===== config.mk =====
export PLATFORM = sky130hd
export DESIGN_NAME = dense_kronecker_product
export DESIGN_NICKNAME = d
export VERILOG_FILES = /design/src/sv/dkp_pkg.sv /design/src/sv/dense_kronecker_product.sv /design/src/sv/dkp_ram.sv /design/src/sv/dkp_ctrl.sv /design/src/sv/dkp_dp.sv
export SDC_FILE = /design/constraint.sdc
export NUM_CORES = 2
export LEC_CHECK = 0
export CAP_MARGIN = 25
export CORE_MARGIN = 1
export CORE_UTILIZATION = 45
export DETAILED_ROUTE_END_ITERATION = 16
export DONT_BUFFER_PORTS = 1
export MAX_ROUTING_LAYER = met4
export PLACE_DENSITY = 0.63
export RECOVER_POWER = 100
export SYNTH_ARGS = -nofsm -noshare
export SYNTH_HDL_FRONTEND = slang
export SYNTH_SLANG_ARGS = --single-unit

===== constraint.sdc =====
create_clock -name i_clk -period 6.5 [get_ports i_clk]
set_input_delay 0.65 -clock i_clk [delete_from_list [all_inputs] [get_ports i_clk]]
set_output_delay 0.65 -clock i_clk [all_outputs]
set_load 0.05 [all_outputs]

===== src/sv/dkp_pkg.sv =====
// ============================================================================
// dkp_pkg: shared types and constants for the Kronecker product engine
// Parameter defaults, field widths, opcodes, register indexes and the
// command and status bundles between controller and datapath.
// ============================================================================
`default_nettype none

package dkp_pkg;

    // Parameter defaults
    localparam int B_DIM_MAX_DEF  = 8;
    localparam int A_DIM_MAX_DEF  = 256;
    localparam int ELEM_WIDTH_DEF = 16;

    // Fixed field widths
    localparam int IDX_W      = 8;
    localparam int VALUE_W    = 16;
    localparam int POS_W      = 11;
    localparam int PROD_W     = 32;
    localparam int CFG_IDX_W  = 1;
    localparam int CFG_DATA_W = 4;

    // Request opcodes
    localparam logic OP_B_LOAD = 1'b0;
    localparam logic OP_A_ELEM = 1'b1;

    // Configuration register indexes
    localparam logic [CFG_IDX_W-1:0] REG_B_ROWS = 1'b0;
    localparam logic [CFG_IDX_W-1:0] REG_B_COLS = 1'b1;

    typedef struct packed {
        logic accept;   // request taken this cycle
        logic start;    // A element in range: load operands, reset counters
        logic issue;    // read one B element and advance the counters
    } t_dp_cmd;

    typedef struct packed {
        logic a_ok;     // A row and column inside the A range
        logic last;     // counters sit on the final B element
        logic en;       // pipeline may advance
    } t_dp_sts;

endpackage

`default_nettype wire


===== src/sv/dense_kronecker_product.sv =====
// A B element read passes the store read and stage-one registers, then the
// output register. An A element request holds the input until its last B
// element is read, one store read per cycle (single read port) while the
// output does not stall; a B load or out-of-range A element does not hold it.
// Reset: synchronous, clears control state and sets b_rows = b_cols = 1;
// the B store contents are undefined until written.
// ============================================================================
// dense_kronecker_product: streaming dense Kronecker product C = A (x) B
// Loads the small matrix B into a store and emits one product per B
// element for every in-range A element, B column outer and B row inner.
// ============================================================================
`default_nettype none

module dense_kronecker_product
    import dkp_pkg::*;
#(
    parameter int B_DIM_MAX  = B_DIM_MAX_DEF,
    parameter int A_DIM_MAX  = A_DIM_MAX_DEF,
    parameter int ELEM_WIDTH = ELEM_WIDTH_DEF
) (
    input  wire logic                         i_clk,
    input  wire logic                         i_rst_n,
    input  wire logic                         i_cfg_valid,
    output logic                              o_cfg_ready,
    input  wire logic        [CFG_IDX_W-1:0]  i_cfg_index,
    input  wire logic        [CFG_DATA_W-1:0] i_cfg_data,
    input  wire logic                         i_valid,
    output logic                              o_stall,
    input  wire logic                         i_op,
    input  wire logic        [IDX_W-1:0]      i_row,
    input  wire logic        [IDX_W-1:0]      i_col,
    input  wire logic signed [VALUE_W-1:0]    i_value,
    output logic                              o_valid,
    input  wire logic                         i_stall,
    output logic             [POS_W-1:0]      o_c_row,
    output logic             [POS_W-1:0]      o_c_col,
    output logic signed      [PROD_W-1:0]     o_product,
    output logic                              o_last
);

    t_dp_cmd w_cmd;
    t_dp_sts w_sts;

    dkp_ctrl u_ctrl (
        .i_clk   (i_clk),
        .i_rst_n (i_rst_n),
        .i_valid (i_valid),
        .i_op    (i_op),
        .o_stall (o_stall),
        .i_sts   (w_sts),
        .o_cmd   (w_cmd)
    );

    dkp_dp #(
        .B_DIM_MAX  (B_DIM_MAX),
        .A_DIM_MAX  (A_DIM_MAX),
        .ELEM_WIDTH (ELEM_WIDTH)
    ) u_dp (
        .i_clk       (i_clk),
        .i_rst_n     (i_rst_n),
        .i_cfg_valid (i_cfg_valid),
        .o_cfg_ready (o_cfg_ready),
        .i_cfg_index (i_cfg_index),
        .i_cfg_data  (i_cfg_data),
        .i_op        (i_op),
        .i_row       (i_row),
        .i_col       (i_col),
        .i_value     (i_value),
        .o_valid     (o_valid),
        .i_stall     (i_stall),
        .o_c_row     (o_c_row),
        .o_c_col     (o_c_col),
        .o_product   (o_product),
        .o_last      (o_last),
        .i_cmd       (w_cmd),
        .o_sts       (w_sts)
    );

endmodule

`default_nettype wire


===== src/sv/dkp_ram.sv =====
// ============================================================================
// dkp_ram: generic single-write, single-read RAM
// One write port and one read port with registered read data that holds
// while the read enable is low.
// ============================================================================
`default_nettype none

module dkp_ram #(
    parameter int WIDTH = 16,
    parameter int DEPTH = 64,
    parameter int AW    = (DEPTH > 1) ? $clog2(DEPTH) : 1
) (
    input  wire logic             i_clk,
    input  wire logic             i_we,
    input  wire logic [AW-1:0]    i_waddr,
    input  wire logic [WIDTH-1:0] i_wdata,
    input  wire logic             i_re,
    input  wire logic [AW-1:0]    i_raddr,
    output logic      [WIDTH-1:0] o_rdata
);

    logic [WIDTH-1:0] r_mem [DEPTH];

    always_ff @(posedge i_clk) begin
        if (i_we) begin
            r_mem[i_waddr] <= i_wdata;
        end
        if (i_re) begin
            o_rdata <= r_mem[i_raddr];
        end
    end

endmodule

`default_nettype wire


===== src/sv/dkp_ctrl.sv =====
// ============================================================================
// dkp_ctrl: request controller
// Takes requests while idle and sequences the B element reads of one
// A element, one read per cycle the pipeline can advance.
// ============================================================================
`default_nettype none

module dkp_ctrl
    import dkp_pkg::*;
(
    input  wire logic    i_clk,
    input  wire logic    i_rst_n,
    input  wire logic    i_valid,
    input  wire logic    i_op,
    output logic         o_stall,
    input  wire t_dp_sts i_sts,
    output t_dp_cmd      o_cmd
);

    typedef enum logic [1:0] {
        ST_IDLE = 2'b01,
        ST_RUN  = 2'b10
    } t_state;

    t_state r_state;
    t_state n_state;
    logic   w_idle;

    always_comb begin
        w_idle       = (r_state == ST_IDLE);
        o_stall      = !w_idle;
        o_cmd.accept = w_idle && i_valid;
        o_cmd.start  = o_cmd.accept && (i_op == OP_A_ELEM) && i_sts.a_ok;
        o_cmd.issue  = (r_state == ST_RUN) && i_sts.en;
    end

    always_comb begin
        n_state = r_state;
        unique case (r_state)
            ST_IDLE: begin
                if (o_cmd.start) begin
                    n_state = ST_RUN;
                end
            end
            ST_RUN: begin
                if (o_cmd.issue && i_sts.last) begin
                    n_state = ST_IDLE;
                end
            end
            default: n_state = ST_IDLE;
        endcase
    end

    always_ff @(posedge i_clk) begin
        if (!i_rst_n) begin
            r_state <= ST_IDLE;
        end else begin
            r_state <= n_state;
        end
    end

`ifndef SYNTHESIS
    a_start_runs: assert property (@(posedge i_clk) disable iff (!i_rst_n)
        o_cmd.start |=> (r_state == ST_RUN))
        else $error("controller did not enter run after start");
`endif

endmodule

`default_nettype wire


===== src/sv/dkp_dp.sv =====
// ============================================================================
// dkp_dp: Kronecker product datapath
// Configuration registers, B element store, column/row counters, C
// position adders, the multiplier and the output register.
// ============================================================================
`default_nettype none

module dkp_dp
    import dkp_pkg::*;
#(
    parameter int B_DIM_MAX  = B_DIM_MAX_DEF,
    parameter int A_DIM_MAX  = A_DIM_MAX_DEF,
    parameter int ELEM_WIDTH = ELEM_WIDTH_DEF
) (
    input  wire logic                         i_clk,
    input  wire logic                         i_rst_n,
    input  wire logic                         i_cfg_valid,
    output logic                              o_cfg_ready,
    input  wire logic        [CFG_IDX_W-1:0]  i_cfg_index,
    input  wire logic        [CFG_DATA_W-1:0] i_cfg_data,
    input  wire logic                         i_op,
    input  wire logic        [IDX_W-1:0]      i_row,
    input  wire logic        [IDX_W-1:0]      i_col,
    input  wire logic signed [VALUE_W-1:0]    i_value,
    output logic                              o_valid,
    input  wire logic                         i_stall,
    output logic             [POS_W-1:0]      o_c_row,
    output logic             [POS_W-1:0]      o_c_col,
    output logic signed      [PROD_W-1:0]     o_product,
    output logic                              o_last,
    input  wire t_dp_cmd                      i_cmd,
    output t_dp_sts                           o_sts
);

    localparam int BW    = (B_DIM_MAX > 1) ? $clog2(B_DIM_MAX) : 1;
    localparam int DEPTH = B_DIM_MAX * B_DIM_MAX;
    localparam int AW    = (DEPTH > 1) ? $clog2(DEPTH) : 1;
    localparam int PW    = 2 * ELEM_WIDTH;
    localparam int MW    = IDX_W + CFG_DATA_W;
    localparam logic [CFG_DATA_W-1:0] DIM_MAX_C = CFG_DATA_W'(B_DIM_MAX);
    localparam logic [IDX_W-1:0]      B_LIM     = IDX_W'(B_DIM_MAX);
    localparam logic [12:0]           A_LIM     = 13'(A_DIM_MAX);

    // Configuration
    logic [CFG_DATA_W-1:0] r_b_rows;
    logic [CFG_DATA_W-1:0] r_b_cols;
    logic [CFG_DATA_W-1:0] w_nr;
    logic [CFG_DATA_W-1:0] w_nc;

    // Operands and counters
    logic [ELEM_WIDTH-1:0] w_elem;
    logic [ELEM_WIDTH-1:0] r_a;
    logic [POS_W-1:0]      r_row_base;
    logic [POS_W-1:0]      r_col_base;
    logic [MW-1:0]         w_row_prod;
    logic [MW-1:0]         w_col_prod;
    logic [BW-1:0]         r_br;
    logic [BW-1:0]         r_bc;
    logic [BW-1:0]         n_br;
    logic [BW-1:0]         n_bc;
    logic [BW-1:0]         r_br_last;
    logic [BW-1:0]         r_bc_last;
    logic                  w_last;
    logic                  w_en;

    // Store
    logic                  w_we;
    logic [AW-1:0]         w_waddr;
    logic [AW-1:0]         w_raddr;
    logic [ELEM_WIDTH-1:0] w_rdata;

    // Pipeline
    logic                         r_s1_valid;
    logic signed [ELEM_WIDTH-1:0] r_s1_a;
    logic [POS_W-1:0]             r_s1_row;
    logic [POS_W-1:0]             r_s1_col;
    logic                         r_s1_last;
    logic signed [PW-1:0]         w_prod_full;
    logic signed [PROD_W-1:0]     w_prod;

    // ---------------- configuration ----------------
    assign o_cfg_ready = 1'b1;

    always_ff @(posedge i_clk) begin
        if (!i_rst_n) begin
            r_b_rows <= CFG_DATA_W'(1);
            r_b_cols <= CFG_DATA_W'(1);
        end else if (i_cfg_valid) begin
            unique case (i_cfg_index)
                REG_B_ROWS: r_b_rows <= i_cfg_data;
                REG_B_COLS: r_b_cols <= i_cfg_data;
                default: ;
            endcase
        end
    end

    // Zero acts as one, anything above the store size as the store size
    always_comb begin
        priority if (r_b_rows == '0) begin
            w_nr = CFG_DATA_W'(1);
        end else if (r_b_rows > DIM_MAX_C) begin
            w_nr = DIM_MAX_C;
        end else begin
            w_nr = r_b_rows;
        end
        priority if (r_b_cols == '0) begin
            w_nc = CFG_DATA_W'(1);
        end else if (r_b_cols > DIM_MAX_C) begin
            w_nc = DIM_MAX_C;
        end else begin
            w_nc = r_b_cols;
        end
    end

    // ---------------- request decode ----------------
    generate
        if (ELEM_WIDTH <= VALUE_W) begin : g_elem_narrow
            assign w_elem = i_value[ELEM_WIDTH-1:0];
        end else begin : g_elem_wide
            assign w_elem = {{(ELEM_WIDTH-VALUE_W){1'b0}}, i_value};
        end
    endgenerate

    assign o_sts.a_ok = ({5'd0, i_row} < A_LIM) && ({5'd0, i_col} < A_LIM);

    assign w_we    = i_cmd.accept && (i_op == OP_B_LOAD) && (i_row < B_LIM) && (i_col < B_LIM);
    assign w_waddr = AW'(int'(i_row[BW-1:0]) * B_DIM_MAX + int'(i_col[BW-1:0]));

    assign w_row_prod = MW'(i_row) * MW'(w_nr);
    assign w_col_prod = MW'(i_col) * MW'(w_nc);

    // ---------------- counters ----------------
    // Hold the whole pipeline while the output register waits on a stall
    assign w_last     = (r_br == r_br_last) && (r_bc == r_bc_last);
    assign w_en       = !(o_valid && i_stall);
    assign o_sts.last = w_last;
    assign o_sts.en   = w_en;

    always_comb begin
        n_br = r_br;
        n_bc = r_bc;
        priority if (i_cmd.start) begin
            n_br = '0;
            n_bc = '0;
        end else if (i_cmd.issue) begin
            if (w_last) begin
                n_br = '0;
                n_bc = '0;
            end else if (r_br == r_br_last) begin
                n_br = '0;
                n_bc = r_bc + BW'(1);
            end else begin
                n_br = r_br + BW'(1);
            end
        end
    end

    always_ff @(posedge i_clk) begin
        if (!i_rst_n) begin
            r_br      <= '0;
            r_bc      <= '0;
            r_br_last <= '0;
            r_bc_last <= '0;
        end else begin
            r_br <= n_br;
            r_bc <= n_bc;
            if (i_cmd.start) begin
                r_br_last <= BW'(w_nr - CFG_DATA_W'(1));
                r_bc_last <= BW'(w_nc - CFG_DATA_W'(1));
            end
        end
    end

    always_ff @(posedge i_clk) begin
        if (i_cmd.start) begin
            r_a        <= w_elem;
            r_row_base <= w_row_prod[POS_W-1:0];
            r_col_base <= w_col_prod[POS_W-1:0];
        end
    end

    // ---------------- B store ----------------
    assign w_raddr = AW'(int'(r_br) * B_DIM_MAX + int'(r_bc));

    dkp_ram #(
        .WIDTH (ELEM_WIDTH),
        .DEPTH (DEPTH),
        .AW    (AW)
    ) u_b_store (
        .i_clk   (i_clk),
        .i_we    (w_we),
        .i_waddr (w_waddr),
        .i_wdata (w_elem),
        .i_re    (i_cmd.issue),
        .i_raddr (w_raddr),
        .o_rdata (w_rdata)
    );

    // ---------------- pipeline ----------------
    assign w_prod_full = $signed(r_s1_a) * $signed(w_rdata);

    generate
        if (PW >= PROD_W) begin : g_prod_trunc
            assign w_prod = w_prod_full[PROD_W-1:0];
        end else begin : g_prod_sext
            assign w_prod = {{(PROD_W-PW){w_prod_full[PW-1]}}, w_prod_full};
        end
    endgenerate

    always_ff @(posedge i_clk) begin
        if (!i_rst_n) begin
            r_s1_valid <= 1'b0;
            o_valid    <= 1'b0;
        end else if (w_en) begin
            r_s1_valid <= i_cmd.issue;
            o_valid    <= r_s1_valid;
        end
    end

    always_ff @(posedge i_clk) begin
        if (i_cmd.issue) begin
            r_s1_a    <= r_a;
            r_s1_row  <= r_row_base + POS_W'(r_br);
            r_s1_col  <= r_col_base + POS_W'(r_bc);
            r_s1_last <= w_last;
        end
        if (w_en && r_s1_valid) begin
            o_product <= w_prod;
            o_c_row   <= r_s1_row;
            o_c_col   <= r_s1_col;
            o_last    <= r_s1_last;
        end
    end

`ifndef SYNTHESIS
    a_cnt_bound: assert property (@(posedge i_clk) disable iff (!i_rst_n)
        (r_br <= r_br_last) && (r_bc <= r_bc_last))
        else $error("B counters beyond the size in use");

    a_last_stops: assert property (@(posedge i_clk) disable iff (!i_rst_n)
        (i_cmd.issue && w_last) |=> !i_cmd.issue)
        else $error("read issued after the final B element");

    a_last_out: assert property (@(posedge i_clk) disable iff (!i_rst_n)
        (r_s1_valid && r_s1_last && w_en) |=> (o_valid && o_last))
        else $error("final mark lost on the way to the output");
`endif

endmodule

`default_nettype wire

# --- Yosys cells after proc, flatten, opt, wreduce, memory -nomap -nowiden ---
# Memories as Yosys holds them, arrays and structs flattened. A register that Yosys moved wholly into a read port is not among the register bits.
# Index checks and enable logic that the tools add are counted.
totals:
  regBits: 156
  ramBits: 1024
  in_bits: 43
  output_inout_bits: 58
  word_cells: 78
  memories: 1
classes:
  add_sub_neg: 8
  multipliers: 3
  order_cmp: 4
  eq_ne: 6
  mux: 13
  bitwise: 3
  n_reduce_logical: 20
mem_list:
  columns: ["memory", "depth", "width", "read_ports", "rd_clocked_by_memory_dff", "write_ports", "line_no", "text"]
  rows:
  - ["u_dp.u_b_store.r_mem", 64, 16, 1, 1, 1, "dkp_ram.sv:22", "logic [WIDTH-1:0] r_mem [DEPTH];"]
op_table:
  columns: ["operator", "count"]
  rows:
  - ["16-bit by 16-bit multiplier with 32-bit output", 1]
  - ["11-bit by 3-bit adder with 11-bit output", 2]
  - ["8-bit by 4-bit multiplier with 11-bit output", 2]
  - ["8-bit by 4-bit < comparator with 1-bit output (second input constant)", 2]
  - ["4-bit two-way mux", 4]
  - ["6-bit by 3-bit adder with 6-bit output", 2]
  - ["3-bit two-way mux", 4]
  - ["1-bit logical AND", 10]
  - ["4-bit > comparator (second input constant)", 2]
  - ["4-bit zero test", 2]
  - ["2-bit AND reduction", 4]
  - ["3-bit by 1-bit adder with 3-bit output (second input constant)", 2]
  - ["3-bit equality test", 2]
  - ["3-bit by 1-bit subtractor with 3-bit output (second input constant)", 2]
  - ["2-bit two-way mux", 2]
  - ["2-bit case mux with 2 select lines", 1]
  - ["1-bit NOT", 3]
  - ["2-bit by 1-bit equality test with 1-bit output (second input constant)", 1]
  - ["2-bit equality test (second input constant)", 1]
  - ["1-bit zero test", 2]
  - ["1-bit two-way mux", 2]
  - ["2-bit by 1-bit != test with 1-bit output (second input constant)", 1]
  - ["2-bit != test (second input constant)", 1]
  - ["2-bit nonzero test", 1]
  - ["2-bit OR reduction", 1]

# --- Logic depth before layout (Yosys ltp) ---
logic_depth:
  ltp_word: 7
  depth_mapped: 23
  ltp_nobuf: 22

# --- By module ---
# A second synthesis with hierarchy kept.
unflattened:
  cells_unflattened: 3447
  hier_area_um2: 57272.4
modules_own_cells:
  columns: ["mod", "instances", "cells_each", "area_each_um2", "seq_area_each_um2"]
  rows:
  - ["dkp_ram", 1, 1829, 40202.3, 31230.0]
  - ["dkp_dp", 1, 1607, 16965.0, 4404.2]
  - ["dkp_ctrl", 1, 11, 105.1, 40.0]

# --- Worst setup path before layout ---
# Ideal clock, no wire load.
synth_path:
  kind: "reg2reg"
  startpoint: "register u_dp.r_s1_a[15]"
  endpoint: "register u_dp.o_product[30], data pin"
  setup_time_ns: 0.135
  t_arrival_ns: 6.060
  t_required_ns: 6.365
  setup_slack_ns: 0.305
  stages_incl_launch_ff: 20
  path_buffers: 1
  synth_period_minus_slack_ns: 6.195
  cell_sequence: "edfxtp_1 -> clkbuf_1 -> nand2_1 -> inv_1 -> fa_1 -> fa_1 -> fa_1 -> fa_1 -> fa_1 -> inv_1 -> fa_1 -> inv_1 -> ha_1 -> a21o_1 -> nor2_1 -> o211ai_2 -> a2111oi_4 -> nor3_1 -> or4_1 -> nand3_1"
synth_via:
  elab_chain_cells: 1
synth_lines:
  columns: ["element", "line_no", "text"]
  rows:
  - ["from (decl)", "dkp_dp.sv:74", "logic signed [ELEM_WIDTH-1:0] r_s1_a;"]
  - ["from (signal assigned)", "dkp_dp.sv:222", "r_s1_a <= r_a;"]
  - ["16-bit by 16-bit multiplier with 32-bit output", "dkp_dp.sv:200", "assign w_prod_full = $signed(r_s1_a) * $signed(w_rdata);"]
  - ["via u_dp.w_prod[30]", "dkp_dp.sv:79", "logic signed [PROD_W-1:0] w_prod;"]
  - ["to (signal assigned)", "dkp_dp.sv:228", "o_product <= w_prod;"]
  - ["to (decl)", "dkp_dp.sv:29", "output logic signed [PROD_W-1:0] o_product,"]
# The timed path passes the listed nets, and every way through them passes these cells.
# A chain may end at the register's enable or synchronous reset.

# --- Final worst setup path ---
layout_path:
  startpoint: "register u_dp.r_s1_a[4]"
  endpoint: "register u_dp.o_product[29], data pin"
# Same word-level chain as after synthesis.

==> flow_summary_export.csv <==
group,metric,value,unit
outcome,run_status,"finished with violations",
outcome,failed_checks,"capacitance limit, slew limit",
sta,report.final.hold_viol_count,0,
synthesis,postSynthNetCount,3610,
sta,clock_skew,0.06197,ns
setup_path,critPathTopFamily,"adder cells",
sta,achievable-frequency,156.3,MHz
setup_path,slowest_stage,"fa_1",
routing,drc_errors,0,
pwr,power_per_cell_area,262.4,mW/mm2
global_route,global_route.overflow_total,0,
cts,cts_tree,"yes",
routing,iteration_0_drc_markers,2612,
synthesis,synth_warnings,0,
pwr,cellLeakagePower,0.02168,uW
synthesis,syn_avg_cell_area,17.88,um2
routing,detail-route-antenna-nets,0,
synthesis,synth.ff_latch_count,1196,
layout,layout.cells.most_common,"edfxtp_1",
global_route,first_pass_grt_wire_length,194400,um
setup_path,crit_buf_inv,4,
setup_path,cp_data_arrival_time,6.83,ns
floorplanning,die_area,0.1270,mm2
routing,avgViaCountPerCell,5.514,
cts,cts_buffer_depth,3,
layout,layout_common_cells,"edfxtp_1 (1,172), inv_1 (341), mux4_2 (336), fa_1 (287), nand2_1 (186)",
min_path,min_path_type,"in2reg",
sta,slew-limit-headroom,-90.69,%
global_route,overall_fraction_of_global_route_tracks_in_use,21.65,%
sta,setup_tns,0,ns
routing,wire_per_inst,25.80,um
global_route,pin_count_of_the_biggest_net_entering_global_routing,116,
synthesis,postSynth.asyncResetShare,0,%
global_route,antenna_found_initial,7,
place,dp_hpwl,80850,um
sta,worst_slew_pin_slew,2.860,ns
run,drv.max_cap_violation_count,23,
synthesis,sequential_cell_area_fraction_in_the_yosys_report,63.11,%
layout,final-seq-area,0.03568,mm2
synthesis,synthCells,3161,
cts,clock_slew_at_reported_path_ffs,0.06,ns
floorplanning,design.core.area,0.1241,mm2
setup_path,worst_setup_path_end_kind,"register",
layout,final_core_utilization,50.96,%
floorplanning,die-width,356.4,um
setup_path,crit_path_max_fanout,7,
setup_path,stage_delay_of_the_slowest_cell_on_the_critical_path,0.56,ns
sta,fin_hold_ws,0.06173,ns
setup_path,timing.critical_path.mode_cell,"fa_1",
floorplanning,ios,101,
pwr,max-vdd-ir-drop,0.2706,mV
layout,number_of_inserted_filler_cells_in_the_final_layout,9976,
sta,post-route-min-period,6.396,ns
setup_path,critical_path_startpoint_category,"register",
setup_path,crit_required,6.93,ns
cts,cts-buffers-inserted,119,
sta,setup_viol,0,
cts,clk-insertion-delay-late,0.74,ns
floorplanning,initial_utilization,45.54,%
synthesis,synth_edf_count,1172,
place,routabilityCongestion,0.8621,
synthesis,ys.flop_type,"edfxtp_1",
setup_path,worstSetupPathType,"reg2reg",
synthesis,synth_area,0.05652,mm2
routing,drt_pass1_iterations,8,
floorplanning,std_cell_rows,129,
layout,post_layout_nonfiller_instances,5084,
layout,drive_gt1_share,17.86,%
sta,fin_crit_sh,98.40,%
cts,deepest_level_of_the_cts_h_tree,3,
cts,clk_root_buffer_cell,"clkbuf_16",
cts,cts_sinks,1196,
routing,wirelength,131200,um
layout,design.final.nets,3793,
global_route,first_global_vias,29337,
place,port-buffer-count,0,
synthesis,yosys_cell_types,55,
floorplanning,die_height,356.4,um
sta,drv_slew,1064,
layout,syn_to_final_growth,11.90,%
routing,vias,28035,
setup_path,timing.critical_path.cells,"buf_4 -> buf_4 -> and2_1 -> fa_1 -> fa_1 -> fa_1 -> fa_1 -> fa_1 -> inv_1 -> fa_1 -> inv_1 -> ha_2 -> and3_1 -> a221o_1 -> nand4_1 -> o31ai_1 -> a221o_1 -> a211o_1 -> a21oi_2 -> xnor2_1",
place,placedCellCount,4788,
layout,multiInputGateArea,0.01908,mm2
[timing repair]
action	4_1_cts	5_1_grt
setup buffers	0	27
hold buffers	42	2
endpoints found under the hold margin	725	19
gates resized for setup	0	18
endpoints found under the setup margin	0	6
[registers in the layout, summed over array words and instances, names as in the netlist, 4 cells and up]
signal,flops
u_dp.r_s1_row,11
u_dp.o_c_row,11
u_dp.o_product,32
u_dp.u_b_store.o_rdata,16
u_dp.r_b_cols,4
u_dp.o_c_col,11
u_dp.u_b_store.r_mem,1024
u_dp.r_s1_a,16
u_dp.r_row_base,11
u_dp.r_s1_col,11
u_dp.r_a,16
u_dp.r_col_base,11
u_dp.r_b_rows,4
[cells in the mapped netlist, types with 6 or more instances]
library cell  number  area, um2
mux4_2           336       7567
buf_2             21      105.1
a21o_1            17      127.6
edfxtp_1        1172      35190
nor2b_1           14      87.58
inv_1            341       1280
clkbuf_1          77      289.0
buf_1             22      82.58
nand4_1            6      37.54
ha_1             118       1476
dfxtp_1           24      480.5
nand2_1          189      709.4
and3_1            10      62.56
xor2_1            15      131.4
o211a_1            6      60.06
xnor2_1           61      534.3
nand3_1           16      80.08
and2_1           156      975.9
nor2_1           126      473.0
a211oi_1           7      52.55
o21bai_1          11      82.58
a21oi_1           43      215.2
fa_1             288       5766
nand2b_1           9      56.30
o21ai_0           16      80.08
[final timing paths]
check              startpoint                  to  depth (start not counted)  slack [ns]
max            u_dp.r_s1_a[4]  u_dp.o_product[29]                         20        0.10
min               i_value[15]        u_dp.r_a[15]                          0        0.06
max reg2reg    u_dp.r_s1_a[4]  u_dp.o_product[29]                         20        0.10
min reg2reg  u_dp.r_s1_row[5]     u_dp.o_c_row[5]                          0        0.41
[metal layers]
| metal | wire (um) | up-vias | part of all wire [%] | global-route usage [%] |
|---|---|---|---|---|
| met4 | 3318 | 0 | 2.5 | 5.442 |
| li1 | - | 12089 | - | - |
| met5 | 0 | - | 0 | - |
| met3 | 8093 | 192 | 6.2 | 3.621 |
| met2 | 62750 | 896 | 48 | 33.40 |
| met1 | 57000 | 14858 | 43 | 30.14 |
[cells by family (layout without fill, tap and decap cells)]
group / after synthesis / in the layout / share of synthesized area (%)
DFF: 1196 / 1196 / 63.11
and+or+nand+nor: 546 / 546 / 4.640
buffers and inverters: 469 / 751 / 3.227
adders and majority gates: 406 / 406 / 12.81
muxes: 341 / 341 / 13.48
AOI/OAI and AO/OA: 126 / 126 / 1.545
xor gates and xnor gates: 76 / 76 / 1.178
other: 1 / 5 / 0.006634
[where the power goes]
| part | leakage, uW | internal [uW] | switching, uW |
|---|---|---|---|
| clock network | 0.00187 | 3880 | 2940 |
| logic | 0.00907 | 486 | 729 |
| registers | 0.0107 | 8540 | 22.8 |
[area by class of cell]
type	instances	area share [%]
multi-input combinational	1496	30.17
tap	1637	3.238
timing repair buffer	189	1.992
clock inverter	82	1.323
antenna	4	0.01583
inverter	342	2.030
sequential	1196	56.41
clock buffer	138	4.821
[stage by stage]
stage | setup slack (ns) | total power [uW] | cell area [um2]
floorplan | 0.3051 | 9514 | 56520
detailed placement | 0.03748 | 9729 | 59010
global placement | 0.1658 | 9692 | 59010
global route | -0.01907 | 17150 | 63250
finish | 0.1037 | 16600 | 63250
CTS | 0.01462 | 16670 | 63510
(Power assumes the default switching activity.)
